<file path="src/bgmr_pkg.sv">
package bgmr_pkg;

	// Matrix geometry
	localparam int COLUMNS = 7;
	localparam int ROWS = 7;
	localparam int PIXELS = COLUMNS * ROWS;
	localparam int PIX_W = 24;
	localparam int IDX_W = 6;
	localparam logic [IDX_W-1:0] LAST_PIX = IDX_W'(PIXELS - 1);

	// Configuration register indexes
	localparam logic [1:0] CFG_FALL_DELAY = 2'd0;
	localparam logic [1:0] CFG_COLOR_ONE = 2'd1;
	localparam logic [1:0] CFG_COLOR_TWO = 2'd2;
	localparam logic [1:0] CFG_COLOR_THREE = 2'd3;

	// Fade phases
	localparam logic [1:0] FADE_RED_GREEN = 2'd0;
	localparam logic [1:0] FADE_GREEN_BLUE = 2'd1;
	localparam logic [1:0] FADE_BLUE_RED = 2'd2;

	// Fade step and channel limit
	localparam logic [7:0] FADE_STEP = 8'd5;
	localparam logic [7:0] CHAN_MAX = 8'd255;

	typedef logic [PIX_W-1:0] pixel_t;

	typedef struct packed {
		logic signed [3:0] level_col0;
		logic signed [3:0] level_col1;
		logic signed [3:0] level_col2;
		logic signed [3:0] level_col3;
		logic signed [3:0] level_col4;
		logic signed [3:0] level_col5;
		logic signed [3:0] level_col6;
		logic [1:0] shape_mode;
		logic [4:0] color_mode;
		logic [31:0] now_ms;
	} in_item_t;

	typedef struct packed {
		logic [IDX_W-1:0] pixel_index;
		logic [PIX_W-1:0] pixel_color;
		logic last_pixel;
	} out_item_t;

	// Per-frame paint decision from the prep unit
	typedef struct packed {
		logic drop;
		pixel_t pal0;
		pixel_t pal1;
		pixel_t pal2;
		logic pal_eq;
	} paint_t;

	// Control shared by all column cells
	typedef struct packed {
		logic update;
		logic shift;
		logic keep;
		logic line;
		logic band;
		paint_t paint;
	} cell_ctl_t;

	typedef enum logic [1:0] {
		ST_IDLE,
		ST_PREP,
		ST_UPDATE,
		ST_EMIT
	} state_t;

	// Keep only the highest set bit of a column mask
	function automatic logic [ROWS-1:0] top_only(input logic [ROWS-1:0] m);
		logic [ROWS-1:0] r;
		logic seen;
		r = '0;
		seen = 1'b0;
		for (int y = ROWS - 1; y >= 0; y--) begin
			if (m[y] && !seen) begin
				r[y] = 1'b1;
			end
			seen = seen | m[y];
		end
		return r;
	endfunction

endpackage

</file>
<file path="src/bgmr_cell.sv">
module bgmr_cell (
	input  logic                  clk,
	input  logic                  arst_n,
	input  bgmr_pkg::cell_ctl_t   ctl,
	input  logic signed [3:0]     level,
	input  bgmr_pkg::pixel_t      shift_in,
	output bgmr_pkg::pixel_t      head
);

	bgmr_pkg::pixel_t pix_q [bgmr_pkg::ROWS];
	bgmr_pkg::pixel_t new_pix [bgmr_pkg::ROWS];
	logic [bgmr_pkg::ROWS-1:0] m0, m1, m2, tm;
	logic [1:0] cnt;

	assign head = pix_q[0];

	// Build the lit mask: old cells in delay mode plus the new bar
	always_comb begin
		for (int y = 0; y < bgmr_pkg::ROWS; y++) begin
			m0[y] = (ctl.keep && (pix_q[y] != '0)) ||
				(!level[3] && (3'(y) <= level[2:0]));
		end
	end

	// Drop the top cell one row when a fall is due, then keep only the top in line mode
	always_comb begin
		tm = bgmr_pkg::top_only(m0);
		if (ctl.paint.drop && !tm[0]) begin
			m1 = (m0 & ~tm) | (tm >> 1);
		end else begin
			m1 = m0;
		end
		m2 = ctl.line ? bgmr_pkg::top_only(m1) : m1;
	end

	// Paint lit cells by row band or by rank from the top
	always_comb begin
		cnt = 2'd0;
		for (int y = bgmr_pkg::ROWS - 1; y >= 0; y--) begin
			new_pix[y] = '0;
			if (m2[y]) begin
				if (ctl.band) begin
					if (y > 5) begin
						new_pix[y] = ctl.paint.pal2;
					end else if (y > 3) begin
						new_pix[y] = ctl.paint.pal1;
					end else begin
						new_pix[y] = ctl.paint.pal0;
					end
				end else begin
					if (cnt == 2'd0) begin
						new_pix[y] = ctl.paint.pal2;
					end else if (cnt == 2'd1) begin
						new_pix[y] = ctl.paint.pal1;
					end else begin
						new_pix[y] = ctl.paint.pal0;
					end
					if (ctl.paint.pal_eq || cnt != 2'd0) begin
						cnt = 2'd2;
					end else begin
						cnt = 2'd1;
					end
				end
			end
		end
	end

	// Load the repainted column, or advance the ring by one pixel
	always_ff @(posedge clk or negedge arst_n) begin
		if (!arst_n) begin
			for (int y = 0; y < bgmr_pkg::ROWS; y++) begin
				pix_q[y] <= '0;
			end
		end else if (ctl.update) begin
			for (int y = 0; y < bgmr_pkg::ROWS; y++) begin
				pix_q[y] <= new_pix[y];
			end
		end else if (ctl.shift) begin
			for (int y = 0; y < bgmr_pkg::ROWS - 1; y++) begin
				pix_q[y] <= pix_q[y + 1];
			end
			pix_q[bgmr_pkg::ROWS - 1] <= shift_in;
		end
	end

endmodule

</file>
<file path="config.mk">
export PLATFORM = sky130hd
export DESIGN_NAME = bgmr_cell
export DESIGN_NICKNAME = d
export VERILOG_FILES = /design/src/bgmr_pkg.sv /design/src/bgmr_cell.sv
export SDC_FILE = /design/constraint.sdc
export NUM_CORES = 1
export LEC_CHECK = 0
export ABC_AREA = 1
export BUFFER_PORTS_ARGS = -buffer_cell sky130_fd_sc_hd__buf_2
export CORE_ASPECT_RATIO = 0.9
export CORE_MARGIN = 4
export CORE_UTILIZATION = 31
export CTS_BUF_LIST = sky130_fd_sc_hd__clkbuf_16
export DETAILED_ROUTE_END_ITERATION = 10
export GPL_ROUTABILITY_DRIVEN = 0
export SETUP_SLACK_MARGIN = 0.3
export SYNTH_ARGS = -nofsm -noshare
export SYNTH_HDL_FRONTEND = slang
export SYNTH_SLANG_ARGS = --single-unit
</file>
<file path="constraint.sdc">
create_clock -name clk -period 5.4 [get_ports clk]
set_clock_uncertainty 0.05 [all_clocks]
set_input_delay 0.81 -clock clk [delete_from_list [all_inputs] [get_ports clk]]
set_output_delay 0.81 -clock clk [all_outputs]
set_load 0.05 [all_outputs]
</file>
==> summary.txt <==
Outcome
  • Status: complete, no violations

GRT
  • Gr usage total: 24.4%
  • GRT Residual Overflow: 0
  • Initial antenna violation count: 2
  • Largest net degree at the start of global routing: 122
  • Global-route wire length before repair: 82.1 mm
  • Number of global-route vias before repair: 13200

Placed design
  • Setup slack at placement: 582 ps
  • Placed cell area: 13300 um2
  • Port bufs: 132
  • HPWL Detailed: 39.4 mm

Clocking
  • Num Clock Sinks: 168
  • Clk_lat worst skew: 460 ps
  • CTS tree: built
  • Worst-path clk slew: 80 ps
  • Clock buffer count from CTS: 17
  • Root buf cell: clkbuf_16
  • Buffer depth of the longest clock path: 2
  • Post-CTS setup buffer count: 0
  • CTS H-tree lvls: 4

STA
  • Hold Slack: 292 ps
  • Worst slew pin tran: 1290 ps
  • Min cycle time layout: 4740 ps
  • Total Neg Setup Slack: 0 ps
  • Max_slew headroom: 13.9%
  • Final Max Tran Viols: 0
  • Setup Viol. Count Final: 0
  • Final hold violations: 0
  • Setup WS post-layout: 660 ps
  • RSZ-0062 raised after global routing: no
  • Fmax: 211 MHz
  • Tcrit/Tclk final: 87.8%

Drt
  • Final ANT Viol Nets: 0
  • DR DRC count: 0
  • Wire per inst: 21.7 um
  • Detailed Route WL: 54.8 mm
  • DRT Pass-1 Iters: 7
  • Vias per Instance: 5.81
  • Iteration-0 DRC Markers: 2459
  • DR vias: 14700

Worst setup path
  • Critical Path Fanout Max: 18
  • Critical path class: reg2reg
  • CP max-delay cell: dfrtp_1
  • Startpoint of the worst register-to-register path: pix_q[70]
  • Crit. End Element: flip-flop
  • Most common cell on crit path: nand2_1
  • CP arrival: 5020 ps
  • Worst endpoint required time: 5680 ps
  • Crit-path max cell delay: 410 ps
  • Critical path's top delay family: simple AND/OR/NAND/NOR gates
  • Crit path launch: pix_q[70]
  • Buf+Inv Stages, Crit Path: 5
  • Critical Path Start Type: flip-flop

Yosys
  • Syn Inst Count: 1947
  • Yosys warning count: 0
  • Post-Syn Nets: 2056
  • Yosys reg bits: 168
  • Sequential share of the synthesized area: 33.7%
  • Post-Syn Area: 12500 um2
  • Synth Flop Type: dfrtp_1
  • Synthesized area per cell: 6.40 um2
  • Synth async-reset ratio: 100%
  • Post-synth EDFFs: 0
  • Yosys cell types: 44

Floorplanning
  • Die height: 198 um
  • Rows: 69
  • CORE AREA: 39600 um2
  • Die X: 219 um
  • Initial Util: 31.4%
  • # IOs: 133
  • Total Die Area: 43500 um2

Cells and area
  • Commonest non-fill, non-tap cell in the layout: nand2_1
  • Layout cells sized above 1: 11.6%
  • Most frequent cells in the layout: nand2_1, nor2_1, o21ai_0, a21oi_1, dfrtp_1
  • Final #Nets: 2083
  • Area grow syn2layout: 12.1%
  • Final instance area: 14000 um2
  • Filler instances: 4334

Power
  • Maximum vdd ir drop: 237 uV
  • Combinational Power Share: 31.4%
  • Clock network power share: 30.7%
  • Leak: 6.29 nW
  • Sw power: 1.68 mW
  • Internal: 2.39 mW
  • Switching Fraction: 41.2%
  • Overall power: 4.07 mW
  • Flop pwr share: 37.9%
  • P per Cell Area: 291 nW/um2

Worst hold path
  • Min-delay worst type: in2async

Job
  • Max-Cap Viols: 0
-- per-layer routing --
metal	vias to the layer above	GRT usage (%)	share of wire [%]
li1	6651	-	-
met1	6756	36.5	44
met2	1058	34.6	40
met3	187	4.62	11
met4	0	9.34	4.7
met5	-	0	0
-- layout make-up --
cell class | instances | area, um2 | share of cell area [%]
clock buffers | 17 | 425 | 3.04
diodes | 2 | 5.00 | 0.0358
inverters | 150 | 578 | 4.14
multi-input cells | 1476 | 7040 | 50.4
flip-flops and latches | 168 | 4200 | 30.1
clock inverters | 15 | 156 | 1.12
well taps | 532 | 666 | 4.76
repair buffers | 161 | 897 | 6.42
-- worst paths after layout --
kind	endpoint	slack, ps	depth (start not counted)
max in group asynchronous	head[17]	3970	2
min in group clk	pix_q[15]	450	2
max reg2reg	pix_q[140]	660	26
min reg2reg	pix_q[15]	450	2
max	pix_q[140]	660	26
min	pix_q[3]	290	1
-- Yosys cell counts, types with 2 or more instances --
master     instances  area share, %
a211oi_1          16           0.96
a21oi_1          183            7.4
a22oi_1           13           0.78
a31oi_1           24            1.2
a32oi_1            8           0.56
buf_1             19           0.57
buf_2             14           0.56
buf_4             26            1.6
clkbuf_1          94            2.8
clkinv_1           4           0.12
dfrtp_1          168             34
inv_1            134            4.0
inv_2             12           0.36
nand2_1          434             13
nand2_2            4           0.20
nand3_1          104            4.2
nand4_1           14           0.70
nor2_1           286            8.6
nor2_2             3           0.15
nor3_1            22           0.88
o2111ai_1         13           0.91
o211ai_1           3           0.18
o21ai_0          196            7.9
o21ai_1           37            1.5
o21ai_2            2           0.14
o21ai_4            2           0.26
o21bai_1           2           0.12
o221ai_1          21            1.5
o22ai_1           67            3.4
o31ai_1            8           0.48
-- cells by family (layout without fill, tap and decap cells) --
| group | after synthesis | in the layout | synth area share, % |
|---|---|---|---|
| other cells | 0 | 2 | 0 |
| compound gates | 605 | 606 | 28.0 |
| buf+inv | 304 | 343 | 10.1 |
| flops | 168 | 168 | 33.7 |
| simple gates | 870 | 870 | 28.1 |
-- through the flow --
step,std cells,util [%]
4_1_cts,2518,35.1
3_5_place_dp,2486,33.7
6_report,2521,35.3
5_1_grt,2521,35.3
3_3_place_gp,2486,33.7
2_1_floorplan,1947,-
-- power groups by stage --
stage          registers [mW]  clock network [mW]  logic [mW]
4_1_cts                  1.54                1.26        1.23
3_5_place_dp             1.56                   0        1.22
3_3_place_gp             1.56                   0        1.21
5_1_grt                  1.56                1.32        1.38
2_1_floorplan            1.51                   0       0.847
6_report                 1.54                1.25        1.28
-- worst register-to-register path, cell delays in order, from the launching register on --
cell	delay [ps]
dfrtp_1	410
nor2_1	110
nand2_1	90
nor2_1	340
nand3_1	220
a21oi_2	260
nand3_1	160
nor2_1	110
nand2_1	70
nand4_1	160
inv_2	50
nand2_1	130
nand2_2	230
inv_4	320
a21oi_1	80
nor2_1	110
buf_4	190
nand3_1	80
nand2_1	80
nand2_1	240
buf_4	300
inv_1	220
nand2_1	90
a31oi_1	270
o21ai_1	100
nand2_1	70
nand2_1	60
-- flip-flops by register name, summed over array words and instances (netlist names) --
name and flops:
pix_q 144, head 24
-- what timing repair did --
item | 4_1_cts | 5_1_grt
resized for setup | 0 | 11
endpoints found under the setup margin | 0 | 58
hold endpoints to repair | 0 | 0
hold buffers | 0 | 0
Power figures use the tool's default switching activity.
