$ cat src/bgmr_pkg.sv
package bgmr_pkg;

	// Matrix geometry
	localparam int COLUMNS = 7;
	localparam int ROWS = 7;
	localparam int PIXELS = COLUMNS * ROWS;
	localparam int PIX_W = 24;
	localparam int IDX_W = 6;
	localparam logic [IDX_W-1:0] LAST_PIX = IDX_W'(PIXELS - 1);

	// Configuration register indexes
	localparam logic [1:0] CFG_FALL_DELAY = 2'd0;
	localparam logic [1:0] CFG_COLOR_ONE = 2'd1;
	localparam logic [1:0] CFG_COLOR_TWO = 2'd2;
	localparam logic [1:0] CFG_COLOR_THREE = 2'd3;

	// Fade phases
	localparam logic [1:0] FADE_RED_GREEN = 2'd0;
	localparam logic [1:0] FADE_GREEN_BLUE = 2'd1;
	localparam logic [1:0] FADE_BLUE_RED = 2'd2;

	// Fade step and channel limit
	localparam logic [7:0] FADE_STEP = 8'd5;
	localparam logic [7:0] CHAN_MAX = 8'd255;

	typedef logic [PIX_W-1:0] pixel_t;

	typedef struct packed {
		logic signed [3:0] level_col0;
		logic signed [3:0] level_col1;
		logic signed [3:0] level_col2;
		logic signed [3:0] level_col3;
		logic signed [3:0] level_col4;
		logic signed [3:0] level_col5;
		logic signed [3:0] level_col6;
		logic [1:0] shape_mode;
		logic [4:0] color_mode;
		logic [31:0] now_ms;
	} in_item_t;

	typedef struct packed {
		logic [IDX_W-1:0] pixel_index;
		logic [PIX_W-1:0] pixel_color;
		logic last_pixel;
	} out_item_t;

	// Per-frame paint decision from the prep unit
	typedef struct packed {
		logic drop;
		pixel_t pal0;
		pixel_t pal1;
		pixel_t pal2;
		logic pal_eq;
	} paint_t;

	// Control shared by all column cells
	typedef struct packed {
		logic update;
		logic shift;
		logic keep;
		logic line;
		logic band;
		paint_t paint;
	} cell_ctl_t;

	typedef enum logic [1:0] {
		ST_IDLE,
		ST_PREP,
		ST_UPDATE,
		ST_EMIT
	} state_t;

	// Keep only the highest set bit of a column mask
	function automatic logic [ROWS-1:0] top_only(input logic [ROWS-1:0] m);
		logic [ROWS-1:0] r;
		logic seen;
		r = '0;
		seen = 1'b0;
		for (int y = ROWS - 1; y >= 0; y--) begin
			if (m[y] && !seen) begin
				r[y] = 1'b1;
			end
			seen = seen | m[y];
		end
		return r;
	endfunction

endpackage

$ cat src/bgmr_prep.sv
module bgmr_prep (
	input  logic              clk,
	input  logic              arst_n,
	input  logic              en,
	input  logic              keep,
	input  logic [4:0]        color_mode,
	input  logic [31:0]       now_ms,
	input  logic [31:0]       fall_delay,
	input  bgmr_pkg::pixel_t  color_one,
	input  bgmr_pkg::pixel_t  color_two,
	input  bgmr_pkg::pixel_t  color_three,
	output bgmr_pkg::paint_t  paint_s2
);

	logic [31:0] last_fall_q;
	logic [31:0] fall_due;
	logic do_drop;
	logic [7:0] red_q, green_q, blue_q;
	logic [1:0] phase_q;
	logic [7:0] red_n, green_n, blue_n;
	logic [1:0] phase_n;
	logic b1, b2, b3;
	bgmr_pkg::pixel_t fade_col, p0, p1, p2;

	// Decide whether the peaks fall this frame
	assign fall_due = last_fall_q + fall_delay;
	assign do_drop = keep && (fall_due < now_ms);

	// Step the fade one notch
	always_comb begin
		red_n = red_q;
		green_n = green_q;
		blue_n = blue_q;
		phase_n = phase_q;
		case (phase_q)
			bgmr_pkg::FADE_RED_GREEN: begin
				red_n = red_q - bgmr_pkg::FADE_STEP;
				green_n = green_q + bgmr_pkg::FADE_STEP;
				blue_n = '0;
				if (green_n == bgmr_pkg::CHAN_MAX) begin
					red_n = '0;
					phase_n = bgmr_pkg::FADE_GREEN_BLUE;
				end
			end
			bgmr_pkg::FADE_GREEN_BLUE: begin
				red_n = '0;
				green_n = green_q - bgmr_pkg::FADE_STEP;
				blue_n = blue_q + bgmr_pkg::FADE_STEP;
				if (blue_n == bgmr_pkg::CHAN_MAX) begin
					green_n = '0;
					phase_n = bgmr_pkg::FADE_BLUE_RED;
				end
			end
			bgmr_pkg::FADE_BLUE_RED: begin
				red_n = red_q + bgmr_pkg::FADE_STEP;
				green_n = '0;
				blue_n = blue_q - bgmr_pkg::FADE_STEP;
				if (red_n == bgmr_pkg::CHAN_MAX) begin
					blue_n = '0;
					phase_n = bgmr_pkg::FADE_RED_GREEN;
				end
			end
			default: begin
				phase_n = bgmr_pkg::FADE_RED_GREEN;
			end
		endcase
	end

	// Pick the three palette slots
	assign fade_col = {red_n, green_n, blue_n};
	assign b1 = color_mode[0];
	assign b2 = color_mode[1];
	assign b3 = color_mode[2];

	always_comb begin
		if (color_mode[4]) begin
			p0 = fade_col;
			p1 = fade_col;
			p2 = fade_col;
		end else begin
			p0 = b1 ? color_one : b2 ? color_two : b3 ? color_three : '0;
			p1 = b2 ? color_two : b3 ? color_three : b1 ? color_one : '0;
			p2 = b3 ? color_three : b2 ? color_two : b1 ? color_one : '0;
		end
	end

	// Hold fall time and fade state across frames
	always_ff @(posedge clk or negedge arst_n) begin
		if (!arst_n) begin
			last_fall_q <= '0;
			red_q <= bgmr_pkg::CHAN_MAX;
			green_q <= '0;
			blue_q <= '0;
			phase_q <= bgmr_pkg::FADE_RED_GREEN;
		end else if (en) begin
			if (do_drop) begin
				last_fall_q <= now_ms;
			end
			if (color_mode[4]) begin
				red_q <= red_n;
				green_q <= green_n;
				blue_q <= blue_n;
				phase_q <= phase_n;
			end
		end
	end

	// Register the paint decision for the cells
	always_ff @(posedge clk) begin
		if (en) begin
			paint_s2.drop <= do_drop;
			paint_s2.pal0 <= p0;
			paint_s2.pal1 <= p1;
			paint_s2.pal2 <= p2;
			paint_s2.pal_eq <= (p1 == p2);
		end
	end

endmodule

$ cat config.mk
export PLATFORM = sky130hd
export DESIGN_NAME = bgmr_prep
export DESIGN_NICKNAME = d
export VERILOG_FILES = /design/src/bgmr_pkg.sv /design/src/bgmr_prep.sv
export SDC_FILE = /design/constraint.sdc
export NUM_CORES = 1
export LEC_CHECK = 0
export ABC_AREA = 1
export CAP_MARGIN = 20
export CORE_MARGIN = 2
export CORE_UTILIZATION = 50
export CTS_CLUSTER_SIZE = 28
export DETAILED_ROUTE_END_ITERATION = 10
export DONT_BUFFER_PORTS = 1
export GPL_TIMING_DRIVEN = 0
export REMOVE_ABC_BUFFERS = 1
export SETUP_SLACK_MARGIN = 0.2
export SLEW_MARGIN = 40
export SYNTH_ARGS = -nofsm -noshare
export SYNTH_HDL_FRONTEND = slang
export SYNTH_SLANG_ARGS = --single-unit
$ cat constraint.sdc
create_clock -name clk -period 6.5 [get_ports clk]
set_clock_uncertainty 0.15 [all_clocks]
set_input_delay 0.325 -clock clk [delete_from_list [all_inputs] [get_ports clk]]
set_output_delay 0.325 -clock clk [all_outputs]
set_load 0.05 [all_outputs]
==> out/metrics.cfg <==
[run_status]
status=complete, no violations

[yosys]
yosys-mux-area-fraction_pct=0
synthesis.area_per_instance_sq_um=6.59
async_reset_ff_share_pct=43.9
synth.most_common_cell=nand2_1
yosys-top-cells-count=nand2_1, inv_1, nand3_1, nor2_1, edfxtp_1
synth.area.top_cells=nand2_1, edfxtp_1, dfrtp_1, ha_1, nand3_1
synth_top_family_by_area=simple AND/OR/NAND/NOR gates
synth-edff-count=74
synth_top_area_cell=nand2_1
yosysWarnings=0
synth_seq_area_share_pct=32.2
yosysUniqueCellTypes=48
synth-seq-cells=132
cell_area_after_technology_mapping_sq_mm=0.0114
synth_cells=1732
synthXorXnorAreaFrac_pct=3.36
synth_top_area_share_pct=22.5
synthSimpleGateAreaFrac_pct=38.4
synth_area_in_adders_pct=7.95
dominant_register_cell_in_the_synthesized_netlist=edfxtp_1
compound_gate_fraction_of_synth_area_pct=8.75

[sta]
fin_crit_ps=4980
max-slew-margin-rel_pct=47.2
setup_repair_after_global_routing_missed_its_margin=no
post-route-period-util_pct=76.7
finalHoldViolations=0
setup_tns_ps=0
worstMarginPinSlew_ps=791
finalSetupViolCount=0
fmaxAchievable_ghz=0.201
report.final.slew_viol_count=0

[critical_path]
worst-path-stages=18
worst_setup_path_end_kind=flip-flop
crit_path_cells=ha_1 -> inv_1 -> fa_1 -> o21ai_2 -> a21oi_1 -> o21ai_0 -> nand2_1 -> nand4_1 -> nand2_1 -> ha_1 -> nand2_1 -> inv_1 -> nand4_1 -> nor4_1 -> nand2_2 -> nand3_4 -> nand2_1 -> nand2_1
worst-path-buf-inv=2
critPathKind=flip-flop to flip-flop
worst_r2r_startpoint=last_fall_q[0]
delay_of_the_slowest_cell_on_the_worst_path_ps=650
worst_path_max_delay_cell=nand2_2
cp_data_required_time_ps=6700
path_max_fanout=34
cp_common_cell=nand2_1
worstReg2RegEnd=last_fall_q[16]
crit_arrival_ps=5180
worst_setup_path_startpoint=last_fall_q[0]
crit_family=simple AND/OR/NAND/NOR gates
depth_of_the_worst_register_to_register_path=18
worst-r2r-setup-slack_ps=1520
startpoint_type=flip-flop
critical_path_end=last_fall_q[16]

[route]
antenna_left=0
wl_mm=35.8
first_iter_violations=656
post_drt_wl_per_cell_um=17.7
vias=11000
vias_per_cell=5.44
drtPass1Iterations=5
remaining_drc_errors=0

[placed_design]
numPlacedInstances=1956
half_perimeter_wire_length_of_the_detailed_placement_result_mm=26.2
numPortBuffers=0
dpl-instance-area_sq_mm=0.0115
gp_congestion=0.977

[die]
boundaryPins=219
floorplan.die.width_um=155
floorplan.initialDensity_pct=50.8
core_area_sq_mm=0.0225
core.rowCount=55
die-area_sq_mm=0.0241
die_h_um=155

[pwr]
power.static_leakage_nw=6.52
power.ir.vdd_worst_v=0.000166
powerDensity_mw_per_mm2=387

[hold_path]
hold_start=color_mode[4]
holdCritPathClass=input pin to flip-flop
worst_hold_path.num_cells=3

[clock_tree]
clock_tree.htree_level_count=4
cts.repair.resized=0
ctsLongestPathBuffers=2
buffer_type_at_the_clock_tree_root=clkbuf_16
cts.reportedPaths.clkPinSlew_ps=60
cts_buffers=17
clk_lat_worst_skew_ps=420
clock-sinks=132
tritoncts=built

[global_route]
groute.usage.overall_pct=29.6
grt_pass1_vias=10400
grt_remaining_overflow=0
grt_start_max_net_pins=107
grt_first_pass_wirelength_mm=55.3
antenna_violations_before_repair=1

[layout]
fillerInstances=2324
nNetsFinal=1943
areaGrowthSynthToFinish_pct=9.28
final_area_sq_mm=0.0125
final_cell_count_no_fill=2025
drive_above_1_share_pct=4.43

[run]
timing.max_cap.violations=0

-- stage by stage --
| step | hold WS (ps) | worst slack (ps) | utilization, % | power [W] |
|---|---|---|---|---|
| CTS | 1.17 | 1490 | 55.4 | 0.00485 |
| global placement | -119 | 75.5 | 50.9 | 0.00380 |
| finish | 21.4 | 1520 | 55.5 | 0.00483 |
| floorplan | -121 | 2080 | - | 0.00322 |
| detailed placement | -119 | 1520 | 51.2 | 0.00384 |
| global route | 13.7 | 1120 | 55.5 | 0.00525 |
-- final cells by class --
cell class                 count  area, sq um  share of cell area [%]
multi-input combinational   1344         6710                    53.7
sequential                   132         3680                    29.5
inverter                     193          733                    5.87
clock buffer                  19          443                    3.55
timing repair buffer          38          430                    3.45
tap                          285          357                    2.86
clock inverter                13          124                   0.992
antenna                        1         2.50                  0.0200
-- per-layer routing --
| layer | part of all wire [%] | global-route usage, % | vias to the layer above |
|---|---|---|---|
| met2 | 47 | 50.1 | 351 |
| met4 | 3.8 | 12.5 | 0 |
| met5 | 0 | 0 | - |
| met1 | 41 | 36.0 | 4989 |
| li1 | - | - | 5611 |
| met3 | 7.8 | 7.60 | 62 |
-- worst register-to-register path: stages (launching register included) --
cell and delay [ps]:
dfrtp_1 350, ha_1 180, inv_1 60, fa_1 420, o21ai_2 310, a21oi_1 180
o21ai_0 410, nand2_1 160, nand4_1 110, nand2_1 80, ha_1 270, nand2_1 50
inv_1 50, nand4_1 130, nor4_1 620, nand2_2 650, nand3_4 550, nand2_1 110
nand2_1 80
-- report_power, final --
group          total [W]  leakage (nW)  internal [W]  switching, W
logic            0.00227          4.79      0.000818       0.00145
clock network   0.000949         0.276      0.000543      0.000406
registers        0.00162          1.46       0.00116      0.000457
total            0.00483          6.52       0.00252       0.00231
-- cells in the final DEF (no fill, tap or decap), types with 3 or more instances in the layout --
| cell type | netlist | final |
|---|---|---|
| nand3b_1 | 3 | 3 |
| nand2_1 | 686 | 684 |
| inv_2 | 5 | 5 |
| a21oi_2 | 3 | 3 |
| inv_6 | 0 | 4 |
| nor2_1 | 118 | 116 |
| dfstp_2 | 8 | 8 |
| nand4_1 | 53 | 53 |
| o31ai_1 | 3 | 3 |
| nand2_2 | 4 | 6 |
| a21oi_1 | 60 | 60 |
| inv_4 | 1 | 3 |
| a21boi_0 | 3 | 3 |
| dlygate4sd3_1 | 0 | 34 |
| xnor2_1 | 7 | 7 |
| clkbuf_16 | 0 | 17 |
| and2_1 | 3 | 3 |
| o21a_1 | 10 | 10 |
| edfxtp_1 | 74 | 74 |
| ha_1 | 71 | 71 |
| clkinv_4 | 0 | 4 |
| o21ai_1 | 19 | 19 |
| o21ai_2 | 4 | 4 |
| nand3_1 | 161 | 161 |
| xor2_1 | 35 | 35 |
| nor3_1 | 7 | 7 |
| dfrtp_1 | 50 | 50 |
| a21o_1 | 4 | 4 |
| inv_1 | 185 | 185 |
| or2_2 | 3 | 3 |
| o21ai_0 | 58 | 58 |
| o21bai_1 | 11 | 11 |
-- what timing repair did --
action,CTS,global route
setup buffers,0,0
endpoints found under the hold margin,187,0
hold buffers,36,0
-- kinds of logic (layout without fill, tap and decap cells) --
family | Yosys count | count (layout)
and+or+nand+nor | 1051 | 1051
buffers and inverters | 256 | 263
AOI/OAI and AO/OA | 178 | 178
DFF | 132 | 132
adders and majority gates | 72 | 72
xor gates and xnor gates | 43 | 43
other | 0 | 1
-- flip-flops by register name, indices dropped and copies added (netlist names) --
signal	flops
last_fall_q	32
red_q	8
paint_s2	74
green_q	8
blue_q	8
phase_q	2
-- worst min path at each step --
| stage | to | slack (ps) |
|---|---|---|
| after floorplan | blue_q[0] | -120 |
| after global placement | last_fall_q[4] | -120 |
| after detailed placement | last_fall_q[4] | -120 |
| after CTS | paint_s2[63] | 1 |
| after global routing | paint_s2[35] | 10 |
| final | paint_s2[35] | 20 |
Power figures use the tool's default switching activity.
